--- config.mk ---
export PLATFORM = sky130hd
export DESIGN_NAME = time_zone_date_shift_top
export DESIGN_NICKNAME = d
export VERILOG_FILES = /design/src/hdl/tzds_pkg.sv /design/src/hdl/tzds_calc.sv /design/src/hdl/time_zone_date_shift_top.sv
export SDC_FILE = /design/constraint.sdc
export NUM_CORES = 1
export LEC_CHECK = 0
export BUFFER_PORTS_ARGS = -buffer_cell sky130_fd_sc_hd__buf_4
export CAP_MARGIN = 20
export CORE_MARGIN = 5
export CORE_UTILIZATION = 44
export DETAILED_ROUTE_END_ITERATION = 7
export GPL_ROUTABILITY_DRIVEN = 0
export PLACE_DENSITY = 0.69
export SYNTH_ARGS = -nofsm -noshare
export SYNTH_HDL_FRONTEND = slang
export SYNTH_SLANG_ARGS = --single-unit
export TNS_END_PERCENT = 30
--- constraint.sdc ---
create_clock -name clk -period 3.81 [get_ports clk]
set_input_delay 0.9525 -clock clk [delete_from_list [all_inputs] [get_ports clk]]
set_output_delay 0.9525 -clock clk [all_outputs]
set_load 0.005 [all_outputs]
--- src/hdl/tzds_pkg.sv ---
// Shared types, constants and calendar helpers for the time zone date shift block.
package tzds_pkg;

  localparam int YEAR_W   = 7;
  localparam int MONTH_W  = 4;
  localparam int DAY_W    = 5;
  localparam int HOUR_W   = 5;
  localparam int MINUTE_W = 6;
  localparam int SECOND_W = 6;
  localparam int ZONE_W   = 4;
  localparam int CFG_IDX_W  = 1;
  localparam int CFG_DATA_W = 4;

  localparam logic [CFG_IDX_W-1:0] CFG_ZONE_HOURS = 1'd0;
  localparam logic [CFG_IDX_W-1:0] CFG_EAST_ZONE  = 1'd1;

  localparam logic [ZONE_W-1:0]  ZONE_MAX       = 4'd12;
  localparam logic [HOUR_W:0]    HOURS_PER_DAY  = 6'd24;
  localparam logic [YEAR_W-1:0]  YEAR_WRAP      = 7'd100;
  localparam logic [YEAR_W-1:0]  YEAR_LAST      = 7'd99;
  localparam logic [MONTH_W-1:0] MONTH_JAN      = 4'd1;
  localparam logic [MONTH_W-1:0] MONTH_FEB      = 4'd2;
  localparam logic [MONTH_W-1:0] MONTH_APR      = 4'd4;
  localparam logic [MONTH_W-1:0] MONTH_JUN      = 4'd6;
  localparam logic [MONTH_W-1:0] MONTH_SEP      = 4'd9;
  localparam logic [MONTH_W-1:0] MONTH_NOV      = 4'd11;
  localparam logic [MONTH_W-1:0] MONTH_DEC      = 4'd12;
  localparam logic [DAY_W-1:0]   DAYS_LONG      = 5'd31;
  localparam logic [DAY_W-1:0]   DAYS_SHORT     = 5'd30;
  localparam logic [DAY_W-1:0]   DAYS_FEB_LEAP  = 5'd29;
  localparam logic [DAY_W-1:0]   DAYS_FEB       = 5'd28;

  typedef struct packed {
    logic [YEAR_W-1:0]   year;
    logic [MONTH_W-1:0]  month;
    logic [DAY_W-1:0]    day;
    logic [HOUR_W-1:0]   hour;
    logic [MINUTE_W-1:0] minute;
    logic [SECOND_W-1:0] second;
  } tzds_stamp_t;

  typedef struct packed {
    tzds_stamp_t stamp;
    logic        applied;
  } tzds_result_t;

  // Years count from 2000: divisible by 400, so only the two-digit year matters.
  function automatic logic leap_year(input logic [YEAR_W-1:0] yy);
    logic is_century;
    is_century = (yy == 7'd0) || (yy == YEAR_WRAP);
    return (yy[1:0] == 2'd0) && (!is_century || (yy == 7'd0));
  endfunction

  function automatic logic [DAY_W-1:0] month_days(input logic [MONTH_W-1:0] mm,
                                                  input logic [YEAR_W-1:0] yy);
    logic [DAY_W-1:0] days;
    if (mm == MONTH_FEB) begin
      days = leap_year(yy) ? DAYS_FEB_LEAP : DAYS_FEB;
    end else if (mm == MONTH_APR || mm == MONTH_JUN || mm == MONTH_SEP ||
                 mm == MONTH_NOV) begin
      days = DAYS_SHORT;
    end else begin
      days = DAYS_LONG;
    end
    return days;
  endfunction

endpackage

--- src/hdl/tzds_calc.sv ---
// Combinational hour shift and one-day date step for one request.
module tzds_calc (
  input  tzds_pkg::tzds_stamp_t          stamp_i,
  input  logic [tzds_pkg::ZONE_W-1:0]    zone_hours_i,
  input  logic                           east_zone_i,
  output tzds_pkg::tzds_result_t         result_o
);
  import tzds_pkg::*;

  logic                  enable;
  logic                  valid_month;
  logic [HOUR_W:0]       hour_sum;
  logic [HOUR_W:0]       hour_wrap;
  logic [YEAR_W:0]       year_inc;
  logic [YEAR_W-1:0]     year_dec;
  logic [MONTH_W-1:0]    month_prev;
  logic [YEAR_W-1:0]     yy;
  logic [MONTH_W-1:0]    mm;
  logic [DAY_W-1:0]      dd;
  logic [HOUR_W-1:0]     hh;

  assign enable      = (zone_hours_i != '0) && (zone_hours_i <= ZONE_MAX);
  assign valid_month = (stamp_i.month >= MONTH_JAN) && (stamp_i.month <= MONTH_DEC);
  assign hour_sum    = {1'b0, stamp_i.hour} + {2'b0, zone_hours_i};
  assign hour_wrap   = {1'b0, stamp_i.hour} + HOURS_PER_DAY - {2'b0, zone_hours_i};
  assign year_inc    = {1'b0, stamp_i.year} + 8'd1;
  assign year_dec    = stamp_i.year - 7'd1;
  assign month_prev  = stamp_i.month - 4'd1;

  always_comb begin
    yy = stamp_i.year;
    mm = stamp_i.month;
    dd = stamp_i.day;
    hh = stamp_i.hour;
    if (enable) begin
      if (east_zone_i) begin
        if (hour_sum < HOURS_PER_DAY) begin
          hh = hour_sum[HOUR_W-1:0];
        end else begin
          hh = 5'(hour_sum - HOURS_PER_DAY);
          if (valid_month) begin
            if (stamp_i.day < month_days(stamp_i.month, stamp_i.year)) begin
              dd = stamp_i.day + 5'd1;
            end else begin
              dd = 5'd1;
              if (stamp_i.month == MONTH_DEC) begin
                mm = MONTH_JAN;
                yy = (year_inc >= {1'b0, YEAR_WRAP}) ? 7'(year_inc - {1'b0, YEAR_WRAP})
                                                    : year_inc[YEAR_W-1:0];
              end else begin
                mm = stamp_i.month + 4'd1;
              end
            end
          end
        end
      end else begin
        if ({1'b0, stamp_i.hour} >= {2'b0, zone_hours_i}) begin
          hh = stamp_i.hour - {1'b0, zone_hours_i};
        end else begin
          hh = hour_wrap[HOUR_W-1:0];
          if (valid_month) begin
            if (stamp_i.day > 5'd1) begin
              dd = stamp_i.day - 5'd1;
            end else if (stamp_i.month == MONTH_JAN) begin
              mm = MONTH_DEC;
              dd = DAYS_LONG;
              if (stamp_i.year == 7'd0) begin
                yy = YEAR_LAST;
              end else begin
                yy = (year_dec >= YEAR_WRAP) ? year_dec - YEAR_WRAP : year_dec;
              end
            end else begin
              mm = month_prev;
              dd = month_days(month_prev, stamp_i.year);
            end
          end
        end
      end
    end
  end

  assign result_o.stamp.year   = yy;
  assign result_o.stamp.month  = mm;
  assign result_o.stamp.day    = dd;
  assign result_o.stamp.hour   = hh;
  assign result_o.stamp.minute = stamp_i.minute;
  assign result_o.stamp.second = stamp_i.second;
  assign result_o.applied      = enable;

endmodule

--- src/hdl/time_zone_date_shift_top.sv ---
// Top level: config registers, input register, date shift and result register.
//
//   channel | ports                                         | direction
//   in      | in_valid, in_stall, in_year .. in_second      | request in
//   out     | out_valid, out_stall, out_year .. out_applied | request out
//   cfg     | cfg_we, cfg_index, cfg_wdata                  | register write
//
// One request per cycle unless out_stall holds it; the input register feeds the
// result register, with the date arithmetic in one combinational pass between them.
// Synchronous active-low reset empties both stages and loads zone 0, east.
// A stall on the output holds the result register; in_stall rises only when
// both stages are full and the output is stalled.
module time_zone_date_shift_top (
  input  logic                             clk,
  input  logic                             rst_n,
  input  logic                             cfg_we,
  input  logic [tzds_pkg::CFG_IDX_W-1:0]   cfg_index,
  input  logic [tzds_pkg::CFG_DATA_W-1:0]  cfg_wdata,
  input  logic                             in_valid,
  output logic                             in_stall,
  input  logic [tzds_pkg::YEAR_W-1:0]      in_year,
  input  logic [tzds_pkg::MONTH_W-1:0]     in_month,
  input  logic [tzds_pkg::DAY_W-1:0]       in_day,
  input  logic [tzds_pkg::HOUR_W-1:0]      in_hour,
  input  logic [tzds_pkg::MINUTE_W-1:0]    in_minute,
  input  logic [tzds_pkg::SECOND_W-1:0]    in_second,
  output logic                             out_valid,
  input  logic                             out_stall,
  output logic [tzds_pkg::YEAR_W-1:0]      out_year,
  output logic [tzds_pkg::MONTH_W-1:0]     out_month,
  output logic [tzds_pkg::DAY_W-1:0]       out_day,
  output logic [tzds_pkg::HOUR_W-1:0]      out_hour,
  output logic [tzds_pkg::MINUTE_W-1:0]    out_minute,
  output logic [tzds_pkg::SECOND_W-1:0]    out_second,
  output logic                             out_applied
);
  import tzds_pkg::*;

  logic [ZONE_W-1:0] zone_hours_r;
  logic              east_zone_r;
  logic              stage_vld_r;
  logic              stage_vld_nxt;
  tzds_stamp_t       stage_r;
  logic              out_vld_r;
  logic              out_vld_nxt;
  tzds_result_t      out_r;
  tzds_result_t      calc_res;
  logic              out_open;
  logic              stage_move;
  logic              in_take;

  assign out_open   = !out_vld_r || !out_stall;
  assign stage_move = stage_vld_r && out_open;
  assign in_stall   = stage_vld_r && !out_open;
  assign in_take    = in_valid && !in_stall;

  assign stage_vld_nxt = in_take || (stage_vld_r && !stage_move);
  assign out_vld_nxt   = stage_move || (out_vld_r && out_stall);

  always_ff @(posedge clk) begin
    if (!rst_n) begin
      zone_hours_r <= '0;
      east_zone_r  <= 1'b1;
    end else if (cfg_we) begin
      unique case (cfg_index)
        CFG_ZONE_HOURS: zone_hours_r <= cfg_wdata[ZONE_W-1:0];
        CFG_EAST_ZONE:  east_zone_r  <= cfg_wdata[0];
        default: ;
      endcase
    end
  end

  always_ff @(posedge clk) begin
    if (!rst_n) begin
      stage_vld_r <= 1'b0;
      out_vld_r   <= 1'b0;
    end else begin
      stage_vld_r <= stage_vld_nxt;
      out_vld_r   <= out_vld_nxt;
    end
  end

  // hold payload while stalled
  always_ff @(posedge clk) begin
    if (in_take) begin
      stage_r.year   <= in_year;
      stage_r.month  <= in_month;
      stage_r.day    <= in_day;
      stage_r.hour   <= in_hour;
      stage_r.minute <= in_minute;
      stage_r.second <= in_second;
    end
    if (stage_move) begin
      out_r <= calc_res;
    end
  end

  tzds_calc u_calc (
    .stamp_i      (stage_r),
    .zone_hours_i (zone_hours_r),
    .east_zone_i  (east_zone_r),
    .result_o     (calc_res)
  );

  assign out_valid   = out_vld_r;
  assign out_year    = out_r.stamp.year;
  assign out_month   = out_r.stamp.month;
  assign out_day     = out_r.stamp.day;
  assign out_hour    = out_r.stamp.hour;
  assign out_minute  = out_r.stamp.minute;
  assign out_second  = out_r.stamp.second;
  assign out_applied = out_r.applied;

endmodule
==> Yosys cells after proc, flatten, opt, wreduce, memory -nomap -nowiden <==
Cells that the tools add are included.
W data, S select, Z words.
{ "word_totals": {"reg_bits": 74, "output_inout_bits": 36} }
{ "classes": {"add_sub_neg": 13, "order_cmp": 9, "eq_ne": 13, "mux": 45, "bitwise_logic": 1, "reduce_logical": 30} }
{ "op_table": {"columns": ["op", "count"], "rows": [
  ["$mux W5", 19],
  ["$mux W7", 13],
  ["$mux W4", 10],
  ["$eq A4 B4 Y1 const B", 5],
  ["$eq A4 B3 Y1 const B", 4],
  ["$sub A7 B7 Y7 const B", 2],
  ["$logic_or A1 B1 Y1", 11],
  ["$sub A5 B4 Y5", 2],
  ["$add A7 B1 Y8 const B", 1],
  ["$eq A4 B2 Y1 const B", 2],
  ["$ge A8 B7 Y1 const B", 1],
  ["$le A4 B4 Y1 const B", 2],
  ["$logic_and A1 B1 Y1", 8],
  ["$eq A7 B7 Y1 const B", 1],
  ["$ge A7 B7 Y1 const B", 1],
  ["$logic_not A7 Y1", 1],
  ["$sub A7 B1 Y7 const B", 1],
  ["$add A5 B4 Y6", 1],
  ["$logic_not A1 Y1", 6],
  ["$lt A6 B5 Y1 const B", 1],
  ["$add A5 B1 Y5 const B", 1],
  ["$add A5 B5 Y5 const B", 1],
  ["$ge A5 B4 Y1", 1],
  ["$gt A5 B1 Y1 const B", 1],
  ["12 further kinds", 15]
]} }

==> Longest topological paths before layout <==
{ "logic_depth": {"depth_word": 17, "ltp_mapped": 11} }

==> Modules after synthesis <==
From an unflattened synthesis, not the netlist that was laid out.
{ "hier_totals": {"hier_cells": 492, "area_unflattened_um2": 4907.2} }
{ "by_module_without_submodules": {"columns": ["mod", "instances", "cells_per_inst", "area_each_um2", "seq_area_each_um2"], "rows": [
  ["tzds_calc", 1, 394, 2603.7, 0.0],
  ["time_zone_date_shift_top", 1, 98, 2303.5, 2152.1]
]} }

==> Worst setup path before layout <==
Ideal clock, no wire load.
{ "synth_path": {"kind": "input -> register", "start": "input port out_stall", "end": "register out_r (netlist bit out_applied) (enable)", "arrival_time_ps": 3450, "path_slack_ps": -117, "cell_stages": 1, "n_path_buf": 0, "cell_sequence": "a21boi_0"} }
{ "synth_via": {"elab_chain_len": 3} }
{ "synth_rtl": {"columns": ["element", "line", "rtl"], "rows": [
  ["from (decl)", "time_zone_date_shift_top.sv:28", "input logic out_stall,"],
  ["$logic_not A1 Y1", "time_zone_date_shift_top.sv:52", "assign out_open = !out_vld_r || !out_stall;"],
  ["$logic_or A1 B1 Y1", "time_zone_date_shift_top.sv:52", null],
  ["$logic_and A1 B1 Y1", "time_zone_date_shift_top.sv:53", "assign stage_move = stage_vld_r && out_open;"],
  ["to (signal assigned)", "time_zone_date_shift_top.sv:94", "out_r <= calc_res;"],
  ["to (decl)", "time_zone_date_shift_top.sv:46", "tzds_result_t out_r;"]
]} }
No other way between the ends.
A chain may end at the register's enable or synchronous reset.

==> results_tabular.tex <==
\begin{tabular}{lr}
\hline
Metric & Value \\
\hline
\multicolumn{2}{l}{\textbf{Synthesis}} \\
Top cells by area in the synthesized netlist & edfxtp\_1 42\%, ha\_1 8.1\%, nand2\_1 3.8\%, dfxtp\_1 2.9\%, o21ai\_0 2.8\% \\
Number of synthesized register bits & 74 \\
Avg Synthesized Cell Area & about 10 µm² \\
Top cells by instance count after synthesis & 67 x edfxtp\_1, 48 x nand2\_1, 32 x nor2\_1 \\
Number of distinct library cells after synthesis & 76 \\
Netlist area before placement & about 0.0048 mm² \\
Biggest area consumer among synthesized cells & edfxtp\_1 \\
Synthesized instance count & between 400 and 500 \\
Yosys warning count & 0 \\
Post-synth top area share & 0.421 \\
EDFF count, synth & 67 \\
Number of nets in the synthesized netlist & 551 \\
Most frequent cell after synthesis & edfxtp\_1 \\
Share of synthesized registers carrying an async set or reset & 0 \\
Most used DFF post-synth & edfxtp\_1 \\
Part of the Yosys area used for sequential elements & 0.450 \\
\multicolumn{2}{l}{\textbf{Power}} \\
Power density normalized to cell area & between 300 and 400 mW/mm² \\
Maximum vdd drop & 0.000190 V \\
Logic gate share of total power & 0.188 \\
Reported net switching power & approximately 0.00055 W \\
Leakage power total & approximately 2.2 nW \\
Clock network fraction of total power & 0.307 \\
Net switching fraction of the power & 0.280 \\
Int Pwr & 0.00141 W \\
Proportion of power drawn by flip-flops and latches & 0.505 \\
\multicolumn{2}{l}{\textbf{Worst setup path}} \\
Chain of cells forming the critical path & inv\_1 > ha\_1 > nor3b\_1 > ha\_1 > o2111ai\_1 > nor2\_1 > nand2\_1 > a21o\_1 > a2111oi\_0 > a21o\_1 > o21ai\_1 \\
Critical Path Sink Type & flip-flop \\
Family with the most delay on the worst path & compound AO/OA/AOI/OAI gates \\
Crit-path max cell delay & between 0.5 and 0.6 ns \\
Path type of the worst setup path & flip-flop to flip-flop \\
Arrival @ worst endpoint & around 3.2 ns \\
Worst endpoint required time & just under 4 ns \\
Cell depth of the worst flop-to-flop path & 11 \\
Cell depth of the worst setup path & 11 \\
Cell with the largest stage delay on the worst path & edfxtp\_1 \\
Launch point of the worst reg-to-reg path & stage\_r[22] \\
Largest fanout on the critical path & 10 \\
Crit path from & stage\_r[22] \\
Setup crit start kind & flip-flop \\
Number of buffers and inverters on the critical path & 1 \\
\multicolumn{2}{l}{\textbf{Status}} \\
Status & finished, final reports clean \\
\multicolumn{2}{l}{\textbf{Clock network}} \\
CTS tree & done \\
Maximum clock insertion buffer count & 2 \\
Post-CTS sizing & 0 \\
Quantity of hold-fixing buffers added after cts & 0 \\
Post CTS Setup Buffer Count & 0 \\
H-tree Lvls & 3 \\
Sinks on Clock Net & 74 \\
Root buffer cell & clkbuf\_8 \\
Clk pin slew, worst setup/hold paths & $\sim$0.080 ns \\
TritonCTS buffer count & 9 \\
Insertion delay to the later sink of the worst-skew pair & $\sim$0.35 ns \\
\multicolumn{2}{l}{\textbf{Route}} \\
Vias & around 3900 \\
First-iteration detailed-routing DRC count & 313 \\
Final routed DRC violation total & 0 \\
Via count normalized by instance count & 5.64 \\
Drt first pass iters & 5 \\
Average wire per standard cell & between 15 and 20 µm \\
Post-route antenna net violation count & 0 \\
Total length of routed wires & approximately 11000 µm \\
\multicolumn{2}{l}{\textbf{Placed design}} \\
Detailed-placement wirelength estimate & $\sim$8400 µm \\
Buffers added on ports & 78 \\
Placed Area & approximately 0.0055 mm² \\
\multicolumn{2}{l}{\textbf{Hold path}} \\
Worst hold start & stage\_r[10] \\
Hold Path Class & flip-flop to flip-flop \\
Worst hold stages & 0 \\
\multicolumn{2}{l}{\textbf{STA}} \\
Max Fclk & 0.326 GHz \\
Final setup skew & approximately 0.0087 ns \\
Share of the clock period used by the worst path after layout & 0.806 \\
Worst rel slew slack & 0.339 \\
Smallest hold slack & 0.423 ns \\
Pins over their slew limit & 0 \\
Endpoints failing hold & 0 \\
Final setup violation count & 0 \\
Transition time at the pin with the least slew margin & 0.990 ns \\
RSZ-0062 raised after global routing & false \\
Final-layout setup total negative slack & 0 ns \\
Final critical delay including setup and external delays & around 3.1 ns \\
\multicolumn{2}{l}{\textbf{Global route}} \\
Pin count of the biggest net entering global routing & 35 \\
Vias in the first global route & 3666 \\
Total track usage & 0.174 \\
Initial antenna violation count & 0 \\
Remaining global-route overflow & 0 \\
Global-route wire length before repair & 17900 µm \\
\multicolumn{2}{l}{\textbf{Floorplanning}} \\
Effective utilization at floorplan & 0.445 \\
Boundary Pins & about 80 \\
Y dimension of the die & between 100 and 150 µm \\
Standard-cell rows & 38 \\
Die width & 114 µm \\
Die Area & about 0.013 mm² \\
Core area & between 0.01 and 0.015 mm² \\
\multicolumn{2}{l}{\textbf{Final layout}} \\
Layout Cell Area excl Fill & around 0.0057 mm² \\
Utilization after layout & 0.528 \\
Ant diodes & 0 \\
Net count of the finished layout & between 600 and 700 \\
Fraction of layout cells with a size suffix above 1 & 0.223 \\
Post-synthesis to final-layout area growth & 18.6\% \\
\multicolumn{2}{l}{\textbf{Flow run}} \\
Count of maximum capacitance violations & 0 \\
\hline
\end{tabular}
## worst register-to-register path: stages, from the launching register on
cell and delay, ns:
edfxtp_1 0.54, inv_1 0.18, ha_1 0.18, nor3b_1 0.32, ha_1 0.26, o2111ai_1 0.19
nor2_1 0.15, nand2_1 0.10, a21o_1 0.27, a2111oi_0 0.41, a21o_1 0.15, o21ai_1 0.07
## area by class of cell
type	count	area [µm²]
clock buffers	10	128
flip-flops and latches	74	2150
inverters	26	97.6
repair buffers	81	608
clock inverters	6	66.3
fillers	981	5070
multi-input cells	349	2450
well taps	140	175
## routing by layer
| metal | share of wire | wire length (µm) | global-route usage |
|---|---|---|---|
| met5 | 0 | 0 | 0 |
| met4 | 0.022 | 244 | 0.0689 |
| met3 | 0.058 | 651 | 0.0370 |
| met2 | 0.49 | 5490 | 0.277 |
| met1 | 0.43 | 4770 | 0.232 |
## cells in the final DEF (no fill, tap or decap), drive strengths merged, types with 5 or more instances in the layout
cell,synthesis,final
fa,5,5
ha,31,31
nor4,6,6
o21ai,32,32
mux2i,6,6
nor2b,10,10
nor3,10,10
o211ai,6,6
a21oi,26,26
dfxtp,7,7
o22ai,10,10
clkbuf,14,10
edfxtp,67,67
nand2,49,49
inv,25,26
buf,9,81
nor2,32,32
and3,5,5
xor2,9,9
nand3,17,17
nand2b,5,5
xnor2,8,8
a31oi,10,10
## flip-flops by register name, summed over array words and instances, names as in the netlist, 4 cells and up
name	cells
out_day	5
out_hour	5
out_minute	6
out_month	4
out_second	6
out_year	7
stage_r	33
zone_hours_r	4
## stage by stage
| step | instances | total power, W | setup slack (ns) |
|---|---|---|---|
| 6_report | 686 | 0.00196 | 0.738 |
| 5_1_grt | 686 | 0.00206 | 0.428 |
| 4_1_cts | 686 | 0.00198 | 0.781 |
| 3_5_place_dp | 670 | 0.00137 | 0.810 |
| 3_3_place_gp | 670 | 0.00136 | 0.955 |
| 2_1_floorplan | 472 | 0.00124 | 0.756 |
## power by group through the flow
stage	combinational, W	sequential (W)	clock [W]
2_1_floorplan	0.000252	0.000984	0
3_3_place_gp	0.000359	0.00100	0
3_5_place_dp	0.000368	0.00101	0
4_1_cts	0.000370	0.000988	0.000618
5_1_grt	0.000409	0.000995	0.000656
6_report	0.000369	0.000988	0.000601
## logic make-up (layout without fill, tap and decap cells)
| group | after synthesis | count (layout) | synth area share |
|---|---|---|---|
| flops | 74 | 74 | 0.450 |
| xor+xnor | 17 | 17 | 0.0311 |
| compound gates | 129 | 129 | 0.187 |
| mux | 6 | 6 | 0.0126 |
| buf+inv | 49 | 123 | 0.0424 |
| simple gates | 161 | 161 | 0.175 |
| fa+ha+maj | 36 | 36 | 0.102 |
## worst paths after layout
path                                       to  slack (ns)
worst max-delay path              out_year[4]        0.74
worst min-delay path            out_minute[4]        0.42
worst max register to register    out_year[4]        0.74
worst min register to register  out_minute[4]        0.42
No activity file was read; power rests on OpenSTA's default activity.
